<file path="src/rtl/core/upd_pkg.sv">
// ----------------------------------------------------------------------------
// upd_pkg
// shared types, character codes and the hex digit lookup for the percent
// decoder
// ----------------------------------------------------------------------------
package upd_pkg;

    // clamp applied on top of the capacity register
    localparam int MAX_OUT_BYTES = 4096;
    localparam int CAP_LIMIT_INT = (MAX_OUT_BYTES < 4096) ? MAX_OUT_BYTES : 4096;
    localparam logic [12:0] CAP_LIMIT = 13'(CAP_LIMIT_INT);
    localparam logic [12:0] CAP_RESET = 13'd4096;

    localparam logic [7:0] CH_PERCENT = 8'h25;
    localparam logic [7:0] CH_ZERO    = 8'h30;
    localparam logic [7:0] CH_NINE    = 8'h39;
    localparam logic [7:0] CH_LOW_A   = 8'h61;
    localparam logic [7:0] CH_LOW_F   = 8'h66;
    localparam logic [7:0] CH_UP_A    = 8'h41;
    localparam logic [7:0] CH_UP_F    = 8'h46;
    localparam logic [3:0] HEX_TEN    = 4'd10;

    localparam logic [1:0] ST_OK       = 2'd0;
    localparam logic [1:0] ST_BAD_HEX  = 2'd1;
    localparam logic [1:0] ST_OVERFLOW = 2'd2;

    typedef enum logic [1:0] {
        PH_IDLE,
        PH_PERCENT,
        PH_ONE_DIGIT
    } t_phase;

    typedef struct packed {
        logic        bad;
        logic [3:0]  value;
    } t_hex;

    typedef struct packed {
        logic [7:0]  out_byte;
        logic        has_byte;
        logic        end_of_string;
        logic [1:0]  status;
        logic [11:0] out_length;
    } t_result;

    // one queue entry: up to two result beats from one input byte
    typedef struct packed {
        logic [1:0]  beats;
        t_result     r0;
        t_result     r1;
    } t_entry;

    typedef struct packed {
        logic full;
        logic empty;
    } t_q_status;

    function automatic t_hex hex_digit(input logic [7:0] c);
        t_hex h;
        h.bad   = 1'b0;
        h.value = 4'd0;
        if (c >= CH_ZERO && c <= CH_NINE) begin
            h.value = 4'(c - CH_ZERO);
        end else if (c >= CH_LOW_A && c <= CH_LOW_F) begin
            h.value = 4'(c - CH_LOW_A) + HEX_TEN;
        end else if (c >= CH_UP_A && c <= CH_UP_F) begin
            h.value = 4'(c - CH_UP_A) + HEX_TEN;
        end else begin
            h.bad = 1'b1;
        end
        return h;
    endfunction

endpackage

</file>
<file path="src/rtl/core/upd_front.sv">
// ----------------------------------------------------------------------------
// upd_front
// accepts string bytes, tracks the escape phase, count and error, and turns
// each byte into zero, one or two result beats, pushed as one queue entry if any
// ----------------------------------------------------------------------------
module upd_front
    import upd_pkg::*;
(
    input  logic        i_clk,
    input  logic        i_rst_n,
    input  logic        i_cfg_we,
    input  logic [12:0] i_cfg_data,
    input  logic        i_valid,
    input  logic [7:0]  i_in_byte,
    input  logic        i_last_byte,
    output logic        o_stall,
    input  t_q_status   i_q_stat,
    output logic        o_push,
    output t_entry      o_entry
);

    t_phase      r_phase, n_phase;
    logic [3:0]  r_held, n_held;
    logic [11:0] r_count, n_count;
    logic [1:0]  r_err, n_err;
    logic [12:0] r_cap;

    logic        accept;
    logic [12:0] cap_eff;
    logic [12:0] cnt_p1, cnt_p2;
    logic        ok_a, ok_b;
    t_hex        hex;
    logic        v_single, v_double;
    logic [7:0]  v_byte;
    logic [1:0]  k;
    t_result     res0, res1, closing;

    assign o_stall = i_q_stat.full;
    assign accept  = i_valid && !i_q_stat.full;
    assign cap_eff = (r_cap > CAP_LIMIT) ? CAP_LIMIT : r_cap;
    assign cnt_p1  = {1'b0, r_count} + 13'd1;
    assign cnt_p2  = {1'b0, r_count} + 13'd2;
    assign ok_a    = cnt_p1 < cap_eff;
    assign ok_b    = cnt_p2 < cap_eff;
    assign hex     = hex_digit(i_in_byte);

    always_comb begin
        n_phase  = r_phase;
        n_held   = r_held;
        n_count  = r_count;
        n_err    = r_err;
        v_single = 1'b0;
        v_double = 1'b0;
        v_byte   = i_in_byte;
        k        = 2'd0;
        res0     = '0;
        res1     = '0;
        closing  = '0;

        if (r_err == ST_OK) begin
            unique case (r_phase)
                PH_IDLE: begin
                    if (i_in_byte == CH_PERCENT && !i_last_byte) begin
                        n_phase = PH_PERCENT;
                    end else begin
                        v_single = 1'b1;
                    end
                end
                PH_PERCENT: begin
                    if (i_last_byte) begin
                        // short escape: percent and the trailing byte go out as is
                        n_phase  = PH_IDLE;
                        v_double = 1'b1;
                    end else if (hex.bad) begin
                        n_err   = ST_BAD_HEX;
                        n_phase = PH_IDLE;
                    end else begin
                        n_held  = hex.value;
                        n_phase = PH_ONE_DIGIT;
                    end
                end
                PH_ONE_DIGIT: begin
                    n_phase = PH_IDLE;
                    if (hex.bad) begin
                        n_err = ST_BAD_HEX;
                    end else begin
                        v_single = 1'b1;
                        v_byte   = {r_held, hex.value};
                    end
                end
                default: begin
                    n_phase = PH_IDLE;
                end
            endcase
        end

        if (v_single || v_double) begin
            if (ok_a) begin
                res0.out_byte   = v_double ? CH_PERCENT : v_byte;
                res0.has_byte   = 1'b1;
                res0.status     = ST_OK;
                res0.out_length = cnt_p1[11:0];
                k               = 2'd1;
                n_count         = cnt_p1[11:0];
                if (v_double) begin
                    if (ok_b) begin
                        res1.out_byte   = i_in_byte;
                        res1.has_byte   = 1'b1;
                        res1.status     = ST_OK;
                        res1.out_length = cnt_p2[11:0];
                        k               = 2'd2;
                        n_count         = cnt_p2[11:0];
                    end else begin
                        n_err = ST_OVERFLOW;
                    end
                end
            end else begin
                n_err = ST_OVERFLOW;
            end
        end

        if (n_err != ST_OK) begin
            n_phase = PH_IDLE;
        end

        if (i_last_byte) begin
            if (n_err == ST_OK && k != 2'd0) begin
                if (k == 2'd1) begin
                    res0.end_of_string = 1'b1;
                end else begin
                    res1.end_of_string = 1'b1;
                end
            end else begin
                // closing beat with no byte carries the status and length
                closing.end_of_string = 1'b1;
                closing.status        = n_err;
                closing.out_length    = n_count;
                if (k == 2'd0) begin
                    res0 = closing;
                end else begin
                    res1 = closing;
                end
                k = k + 2'd1;
            end
            n_phase = PH_IDLE;
            n_held  = 4'd0;
            n_count = 12'd0;
            n_err   = ST_OK;
        end
    end

    assign o_push        = accept && (k != 2'd0);
    assign o_entry.beats = k;
    assign o_entry.r0    = res0;
    assign o_entry.r1    = res1;

    always_ff @(posedge i_clk) begin
        if (!i_rst_n) begin
            r_phase <= PH_IDLE;
            r_held  <= 4'd0;
            r_count <= 12'd0;
            r_err   <= ST_OK;
            r_cap   <= CAP_RESET;
        end else begin
            if (i_cfg_we) begin
                r_cap <= i_cfg_data;
            end
            if (accept) begin
                r_phase <= n_phase;
                r_held  <= n_held;
                r_count <= n_count;
                r_err   <= n_err;
            end
        end
    end

endmodule

</file>
<file path="src/rtl/core/upd_queue.sv">
// ----------------------------------------------------------------------------
// upd_queue
// short first-in first-out queue of result entries between front and back
// ----------------------------------------------------------------------------
module upd_queue
    import upd_pkg::*;
#(
    parameter int DEPTH = 4
)
(
    input  logic      i_clk,
    input  logic      i_rst_n,
    input  logic      i_push,
    input  t_entry    i_entry,
    input  logic      i_pop,
    output t_entry    o_head,
    output t_q_status o_stat
);

    localparam int PTR_W  = (DEPTH > 1) ? $clog2(DEPTH) : 1;
    localparam int FILL_W = $clog2(DEPTH + 1);

    t_entry              r_mem [DEPTH];
    logic [PTR_W-1:0]    r_wr_ptr, r_rd_ptr;
    logic [FILL_W-1:0]   r_fill;

    function automatic logic [PTR_W-1:0] ptr_inc(input logic [PTR_W-1:0] p);
        logic [PTR_W-1:0] q;
        q = (p == PTR_W'(DEPTH - 1)) ? '0 : p + PTR_W'(1);
        return q;
    endfunction

    assign o_stat.full  = (r_fill == FILL_W'(DEPTH));
    assign o_stat.empty = (r_fill == '0);
    assign o_head       = r_mem[r_rd_ptr];

    always_ff @(posedge i_clk) begin
        if (i_push) begin
            r_mem[r_wr_ptr] <= i_entry;
        end
    end

    always_ff @(posedge i_clk) begin
        if (!i_rst_n) begin
            r_wr_ptr <= '0;
            r_rd_ptr <= '0;
            r_fill   <= '0;
        end else begin
            if (i_push) begin
                r_wr_ptr <= ptr_inc(r_wr_ptr);
            end
            if (i_pop) begin
                r_rd_ptr <= ptr_inc(r_rd_ptr);
            end
            if (i_push && !i_pop) begin
                r_fill <= r_fill + FILL_W'(1);
            end else if (i_pop && !i_push) begin
                r_fill <= r_fill - FILL_W'(1);
            end
        end
    end

endmodule

</file>
<file path="src/rtl/core/upd_back.sv">
// ----------------------------------------------------------------------------
// upd_back
// drains queue entries and sends their result beats one per cycle through
// the output register while the receiver does not stall
// ----------------------------------------------------------------------------
module upd_back
    import upd_pkg::*;
(
    input  logic      i_clk,
    input  logic      i_rst_n,
    input  t_entry    i_head,
    input  t_q_status i_q_stat,
    output logic      o_pop,
    output logic      o_valid,
    input  logic      i_stall,
    output t_result   o_result
);

    logic    r_valid;
    t_result r_out;
    logic    r_pend;
    t_result r_second;
    logic    can_load;

    assign can_load = !r_valid || !i_stall;
    // the second beat of an entry goes out before the next entry is popped
    assign o_pop    = can_load && !r_pend && !i_q_stat.empty;
    assign o_valid  = r_valid;
    assign o_result = r_out;

    always_ff @(posedge i_clk) begin
        if (can_load) begin
            if (r_pend) begin
                r_out <= r_second;
            end else if (!i_q_stat.empty) begin
                r_out    <= i_head.r0;
                r_second <= i_head.r1;
            end
        end
    end

    always_ff @(posedge i_clk) begin
        if (!i_rst_n) begin
            r_valid <= 1'b0;
            r_pend  <= 1'b0;
        end else if (can_load) begin
            if (r_pend) begin
                r_valid <= 1'b1;
                r_pend  <= 1'b0;
            end else if (!i_q_stat.empty) begin
                r_valid <= 1'b1;
                r_pend  <= (i_head.beats == 2'd2);
            end else begin
                r_valid <= 1'b0;
            end
        end
    end

endmodule

</file>
<file path="src/rtl/core/url_percent_decoder_unit.sv">
// ----------------------------------------------------------------------------
// url_percent_decoder_unit
// streaming percent decoder, one encoded byte in, decoded bytes out
// ----------------------------------------------------------------------------
// input channel: one string byte per beat (i_valid / o_stall), i_last_byte
// marks the final byte of a string. output channel: one result per beat
// (o_valid / i_stall) with the decoded byte, has_byte, end_of_string, status
// and the running length.
// a byte is taken every cycle while the entry queue has room; its results
// are written into the entry queue and then loaded into the output register.
// the output register sends one beat per cycle while i_stall is low, so a
// byte that makes two results (a short escape at the end of a string, or a
// byte plus the closing beat) takes up two output beats; sustained input
// rate is one byte per cycle as long as results average one beat per byte.
// when the receiver stalls, results pile up in the QUEUE_DEPTH entry queue
// and o_stall rises once it is full; the output beat holds steady meanwhile.
// reset (synchronous, active low) empties the queue, clears the escape phase,
// count and error, and sets the capacity register to 4096.
// the capacity register is written through i_cfg_we / i_cfg_data; the user
// must write it only while the block is idle, which the block does not enforce.
// ----------------------------------------------------------------------------
module url_percent_decoder_unit
    import upd_pkg::*;
#(
    parameter int QUEUE_DEPTH = 4
)
(
    input  logic        i_clk,
    input  logic        i_rst_n,
    input  logic        i_cfg_we,
    input  logic [12:0] i_cfg_data,
    input  logic        i_valid,
    output logic        o_stall,
    input  logic [7:0]  i_in_byte,
    input  logic        i_last_byte,
    output logic        o_valid,
    input  logic        i_stall,
    output logic [7:0]  o_out_byte,
    output logic        o_has_byte,
    output logic        o_end_of_string,
    output logic [1:0]  o_status,
    output logic [11:0] o_out_length
);

    t_q_status q_stat;
    logic      push;
    logic      pop;
    t_entry    entry;
    t_entry    head;
    t_result   result;

    upd_front u_front (
        .i_clk      (i_clk),
        .i_rst_n    (i_rst_n),
        .i_cfg_we   (i_cfg_we),
        .i_cfg_data (i_cfg_data),
        .i_valid    (i_valid),
        .i_in_byte  (i_in_byte),
        .i_last_byte(i_last_byte),
        .o_stall    (o_stall),
        .i_q_stat   (q_stat),
        .o_push     (push),
        .o_entry    (entry)
    );

    upd_queue #(
        .DEPTH(QUEUE_DEPTH)
    ) u_queue (
        .i_clk  (i_clk),
        .i_rst_n(i_rst_n),
        .i_push (push),
        .i_entry(entry),
        .i_pop  (pop),
        .o_head (head),
        .o_stat (q_stat)
    );

    upd_back u_back (
        .i_clk   (i_clk),
        .i_rst_n (i_rst_n),
        .i_head  (head),
        .i_q_stat(q_stat),
        .o_pop   (pop),
        .o_valid (o_valid),
        .i_stall (i_stall),
        .o_result(result)
    );

    assign o_out_byte      = result.out_byte;
    assign o_has_byte      = result.has_byte;
    assign o_end_of_string = result.end_of_string;
    assign o_status        = result.status;
    assign o_out_length    = result.out_length;

    // a decoded byte is only ever sent while the string is error free
    a_byte_ok: assert property (@(posedge i_clk) disable iff (!i_rst_n)
        o_valid && o_has_byte |-> o_status == ST_OK)
        else $error("decoded byte sent with error status");

    // a beat without a byte is always the closing beat with a zero byte
    a_close_beat: assert property (@(posedge i_clk) disable iff (!i_rst_n)
        o_valid && !o_has_byte |-> o_end_of_string && o_out_byte == 8'd0)
        else $error("empty beat that does not close the string");

    // every decoded byte counts itself in the length
    a_len_nonzero: assert property (@(posedge i_clk) disable iff (!i_rst_n)
        o_valid && o_has_byte |-> o_out_length != 12'd0)
        else $error("decoded byte with zero length");

    // nothing is pushed into a full queue
    a_no_overrun: assert property (@(posedge i_clk) disable iff (!i_rst_n)
        q_stat.full && !pop |=> $stable(q_stat.full) || $past(pop))
        else $error("entry queue overrun");

endmodule

</file>
<file path="config.mk">
export PLATFORM = sky130hd
export DESIGN_NAME = url_percent_decoder_unit
export DESIGN_NICKNAME = d
export VERILOG_FILES = /design/src/rtl/core/upd_pkg.sv /design/src/rtl/core/upd_front.sv /design/src/rtl/core/upd_queue.sv /design/src/rtl/core/upd_back.sv /design/src/rtl/core/url_percent_decoder_unit.sv
export SDC_FILE = /design/constraint.sdc
export NUM_CORES = 1
export LEC_CHECK = 0
export ABC_AREA = 1
export BUFFER_PORTS_ARGS = -buffer_cell sky130_fd_sc_hd__buf_2
export CAP_MARGIN = 15
export CORE_ASPECT_RATIO = 0.6
export CORE_UTILIZATION = 62
export DETAILED_ROUTE_END_ITERATION = 10
export HOLD_SLACK_MARGIN = 0.03
export PLACE_DENSITY_LB_ADDON = 0.2
export SYNTH_ARGS = -nofsm -noshare
export SYNTH_HDL_FRONTEND = slang
export SYNTH_SLANG_ARGS = --single-unit
</file>
<file path="constraint.sdc">
create_clock -name i_clk -period 5.8 [get_ports i_clk]
set_input_delay 0.29 -clock i_clk [delete_from_list [all_inputs] [get_ports i_clk]]
set_output_delay 0.29 -clock i_clk [all_outputs]
set_load 0.02 [all_outputs]
</file>
Word level (Yosys, flattened, before mapping):

Memories as Yosys holds them, arrays and structs flattened. A register that Yosys moved wholly into a read port is not among the register bits.
Cells that the tools add are included.

* memories kept: 1
* output and inout port bits: 26
* input port bits: 27
* memory bits (writable): 200
* register bits: 90

Memories
* u_queue.r_mem: depth 4, width 50, rd ports 1, clocked after Yosys merged registers in 1, wr ports 1, line upd_queue.sv:23 `t_entry r_mem [DEPTH];`

* muxes and demuxes: 86
* reduce and logical (&&, ||, !) cells: 37
* $lt $le $gt $ge: 9
* bitwise logic cells: 2
* equal/unequal tests: 11
* add/sub/neg operators: 12

Operator list (number)
* 24-bit two-way mux: 6
* 12-bit two-way mux: 7
* 14-bit two-way mux: 6
* 9-bit two-way mux: 8
* 2-bit two-way mux: 23
* 8-bit two-way mux: 4
* 4-bit two-way mux: 7
* 13-bit less-than comparator: 2
* 1-bit two-way mux: 19
* 8-bit by 7-bit greater-or-equal comparator with 1-bit output, second input constant: 2
* 8-bit by 7-bit <= comparator with 1-bit output, second input constant: 2
* 12-bit by 1-bit adder with 13-bit output, second input constant: 1
* 12-bit by 2-bit adder with 13-bit output, second input constant: 1
* 13-bit > comparator, second input constant: 1
* 13-bit two-way mux: 1
* 2-bit nonzero test: 6
* 4-bit by 1-bit subtractor with 4-bit output, second input constant: 3
* 1-bit logical AND: 11
* 4-bit adder, second input constant: 2
* 2-bit equality test, second input constant: 4
* 8-bit by 6-bit equality test with 1-bit output, second input constant: 1
* 8-bit by 6-bit greater-or-equal comparator with 1-bit output, second input constant: 1
* 8-bit by 6-bit <= comparator with 1-bit output, second input constant: 1
* 1-bit logical NOT: 8
* 18 further kinds: 30

Logic depth before layout (Yosys ltp):

* depth in word-level cells: 23
* depth in mapped cells: 32
* mapped depth without buffers: 32

Modules after synthesis:

Synthesis repeated with hierarchy kept, for this count alone.

* cells, all modules: 1235
* area, all modules: 13350.3 um^2

By module, submodules not included
* upd_queue: instances 1, cells an instance 542, seq. area each 6185.9 um^2, area each 7891.3 um^2
* upd_front: instances 1, cells an instance 551, seq. area each 660.6 um^2, area each 3559.7 um^2
* upd_back: instances 1, cells an instance 142, seq. area each 1481.4 um^2, area each 1899.3 um^2

Worst setup path before layout:

No wires, ideal clock.

* path kind: reg-to-reg
* start: register u_front.r_count[9]
* end: memory u_queue.r_mem[0][0] (netlist name), enable pin
* slack: 856 ps
* arrival: 4527 ps
* stages on the path, launching flop included: 26
* period minus slack after synthesis: 4944 ps
* cells stage by stage: dfxtp_1 > clkbuf_1 > inv_1 > nor3_1 > nand3_1 > xor2_1 > nand2_1 > o21ai_0 > inv_1 > ha_1 > nand2_1 > a21oi_1 > nor2_1 > nand2_1 > a21oi_4 > nand2_8 > nor2_8 > inv_6 > ha_1 > inv_1 > nand4_1 > nand3_1 > nand2_2 > nand2_4 > nand2_4 > nor2_2

* cells in the longest elaborated chain, start to end: 14

RTL lines
* from (decl): line upd_front.sv:24 `logic [11:0] r_count, n_count;`
* from (signal assigned): line upd_front.sv:171 `r_count <= n_count;`
* parallel branches: the longest is 9 deep, another holds 12-bit by 2-bit adder with 13-bit output
* 2-bit two-way mux *: line upd_front.sv:126 `if (i_last_byte) begin`
* 2-bit nonzero test *: line upd_front.sv:152 `assign o_push = accept && (k != 2'd0);`
* 1-bit logical AND *: line upd_front.sv:152
* 1-bit two-way mux *: line upd_queue.sv:38 `if (i_push) begin`
* 1-bit two-way mux (not written as such) *: line upd_queue.sv:39 `r_mem[r_wr_ptr] <= i_entry;`
* to (decl): line upd_queue.sv:23

Every way passes the cells marked *.

==> summary.txt <==
CTS
  • Clk_lat worst skew: 0.53 ns
  • Root Buffer: clkbuf_16
  • H-tree depth: 1
  • CTS tree: built
  • Cts hold-fix bufs: 12
  • Clock transition at path regs: 0.07 ns
  • Post-CTS Resized: 0
  • CTS Buf Count: 26
  • Postcts setup bufs: 0
  • Sink Count: 292
  • Clk buf depth: 3

STA
  • # setup viols final: 0
  • Crit path time final: 5.255 ns
  • Tightest Pin Transition: 0.9499 ns
  • Final worst setup slack: 0.5451 ns
  • Clk_skew: 0.01345 ns
  • Setup Total Neg Slack: 0 ns
  • Slew margin rel.: 0.3667
  • Final hold vios: 0
  • RSZ-0062 raised after global routing: false
  • Achievable clock frequency: 0.1903 GHz
  • Final period util: 0.9060
  • Count of final max-slew check failures: 0

Place
  • IO Port Bufs: 52
  • Post-DP HPWL: 18.74 mm
  • Routability Congestion: 0.9313
  • Placed insts: 1543
  • DP Worst Slack: 0.6587 ns

Run status
  • Outcome: completed

Final layout
  • Area grow syn2layout: 11.72%
  • Nets: 1376
  • Fraction of layout cells with a size suffix above 1: 0.1223
  • Ant diodes: 0
  • Non-Filler Instances: 1604

Floorplanning
  • CORE AREA: 0.02103 mm²
  • Die ar.: 0.02204 mm²
  • Die extent in y: 115.4 µm
  • Initial Util: 0.6318
  • Cell Rows: 41
  • Chip Width: 191.0 µm
  • IO Pins: 53

Global route
  • Largest net degree at the start of global routing: 99
  • Vias in the first global route: 8667
  • Grt ovf: 0
  • Initial antenna violation count: 0
  • First-pass GRT wire length: 46.17 mm
  • GRT Resource Usage Total: 0.2753

Detailed routing
  • Vias per cell: 5.756
  • Routed WL per cell: 18.47 µm
  • Drt total wl: 29.63 mm
  • Metal3 WL: 2.262 mm
  • Top layer in use: met4
  • DRC Markers: 0
  • ANT nets after route: 0
  • Initial detailed-routing violation count: 849
  • M1 WL: 13.35 mm
  • Met2 Wirelength: 13.37 mm
  • Vias: 9233
  • 1st-pass router iterations: 5

Power and ir drop
  • Worst VDD drop: 326.3 µV
  • P_leak: 0.005770 µW
  • Total power: 6896 µW
  • PD cells: 464.5 mW/mm²

Synth
  • Cells after Synth: 1249
  • Count of flip-flops with a built-in enable after synthesis: 248
  • Top-count cell post-synth: nor2_1
  • FFs w/ async S/R, synth: 0
  • Sequential area share after synthesis: 0.6267
  • Avg Cell Area, Syn: 10.64 µm²
  • Netlist cell types: 53
  • Number of warnings issued by yosys: 0
  • Post-synth top cells: 253 x nor2_1, 248 x edfxtp_1, 134 x nand2_1
  • Post-synth top flop: edfxtp_1
  • Top cell type's share of synthesized area: 0.5604
  • Yosys top cell by area: edfxtp_1
  • Largest cells by area after synthesis: edfxtp_1 56%, nor2_1 7.1%, dfxtp_1 6.6%, o21ai_0 5.0%, ha_1 4.0%
  • Synth Register Bits: 292
  • Post-Syn Area: 0.01329 mm²
  • Syn_nets: 1320

Worst setup path
  • Crit-path max FO: 14
  • Kind of critical path: reg2reg
  • CP Launch Point: u_front.r_count[0]
  • CP max stage delay: 0.65 ns
  • Slowest-stage cell, CP: dfxtp_1
  • Worst Setup End Kind: flop
  • WP data arrival: 5.51 ns
  • Reg2reg start: u_front.r_count[0]
  • Critical Path Source Type: flop
  • CP cell instances: ha_1, nand3_1, nor2_1, nand3_1, xor2_1, inv_1, ha_1, nand2_1, a21oi_1, nor2_1, nand2_1, a21oi_4, nand2_8, nor2_8, inv_6, ha_1, nand2_1, buf_4, inv_1, nor2_4, inv_1, o21ai_0
  • CP required: 6.06 ns

Worst hold path
  • Worst hold path class: in2reg
  • Hold path start: i_cfg_data[0]

Flow run
  • Max-cap violations: 0
## per-layer routing
layer / vias up / track usage
li1: 4440 / -
met1: 4370 / 0.3998
met5: - / 0
met3: 49 / 0.03510
met4: 0 / 0.08320
met2: 374 / 0.4377
## where the power goes
| part | total, µW | internal [µW] | leakage, µW | switching (µW) |
|---|---|---|---|---|
| Clock | 1670 | 936 | 0.000398 | 731 |
| Sequential | 3090 | 2940 | 0.00278 | 142 |
| Combinational | 2140 | 610 | 0.00259 | 1530 |
## worst max-delay path, delay by kind of cell, from the launching register on
family | cells | cell delay, ns
buffers and inverters | 5 | 0.85
adder cells (fa/ha/maj) | 3 | 0.81
XOR/XNOR | 1 | 0.28
flip-flops | 1 | 0.65
AND/OR/NAND/NOR | 10 | 1.57
AO/OA/AOI/OAI | 3 | 0.82
## worst paths after layout
kind,slack [ns],cells after the start,end
hold reg to reg,0.47,2,u_front.r_held[1]
setup / recovery,0.55,22,u_queue.r_mem[2][25]
hold / removal,0.05,3,u_front.r_cap[0]
setup reg to reg,0.55,22,u_queue.r_mem[2][25]
## cell type report
class / instances / area, µm²
clock buffers: 31 / 690.7
multi-input cells: 791 / 4335
clock inverters: 17 / 130.1
repair buffers: 81 / 578.1
flip-flops and latches: 292 / 8330
inverters: 113 / 432.9
fillers: 1482 / 6186
well taps: 279 / 349.1
## metrics by stage
stage | hold WS (ns) | util | cell area, µm²
4_1_cts | 0.04293 | 0.7046 | 14820
3_5_place_dp | 0.4626 | 0.6598 | 13880
2_1_floorplan | 0.4143 | - | 13290
6_report | 0.04832 | 0.7059 | 14850
5_1_grt | 0.08851 | 0.7059 | 14850
3_3_place_gp | 0.4558 | 0.6598 | 13880
## state kept, by name, summed over array words and instances (netlist names), named ones only
| name | count |
|---|---|
| u_queue.r_mem | 200 |
| u_back.o_result | 24 |
| u_back.r_second | 24 |
| u_front.r_cap | 13 |
| u_front.r_count | 12 |
| u_front.r_held | 4 |
| u_queue.r_fill | 3 |
| u_front.r_err | 2 |
| u_front.r_phase | 2 |
| u_queue.r_rd_ptr | 2 |
| u_queue.r_wr_ptr | 2 |
| u_back.o_valid | 1 |
| u_back.r_pend | 1 |
## cell families (layout without fill, tap and decap cells)
group | count (synthesis) | count (layout) | synth area share
DFF | 292 | 292 | 0.6267
buffers and inverters | 166 | 242 | 0.04896
muxes | 1 | 1 | 0.0007533
and+or+nand+nor | 458 | 458 | 0.1523
AOI/OAI and AO/OA | 269 | 269 | 0.1168
xor gates and xnor gates | 19 | 19 | 0.01252
adders and majority gates | 44 | 44 | 0.04199
## placed cells by master (no fill, tap or decap), types with 25 or more instances in the layout
master	n
o22ai_1	33
ha_1	43
a31oi_1	25
edfxtp_1	248
inv_1	101
o21ai_0	133
dfxtp_1	42
nor2_1	253
clkbuf_16	27
a21oi_1	46
buf_2	52
nand2_1	134
No activity file was read; power rests on OpenSTA's default activity.
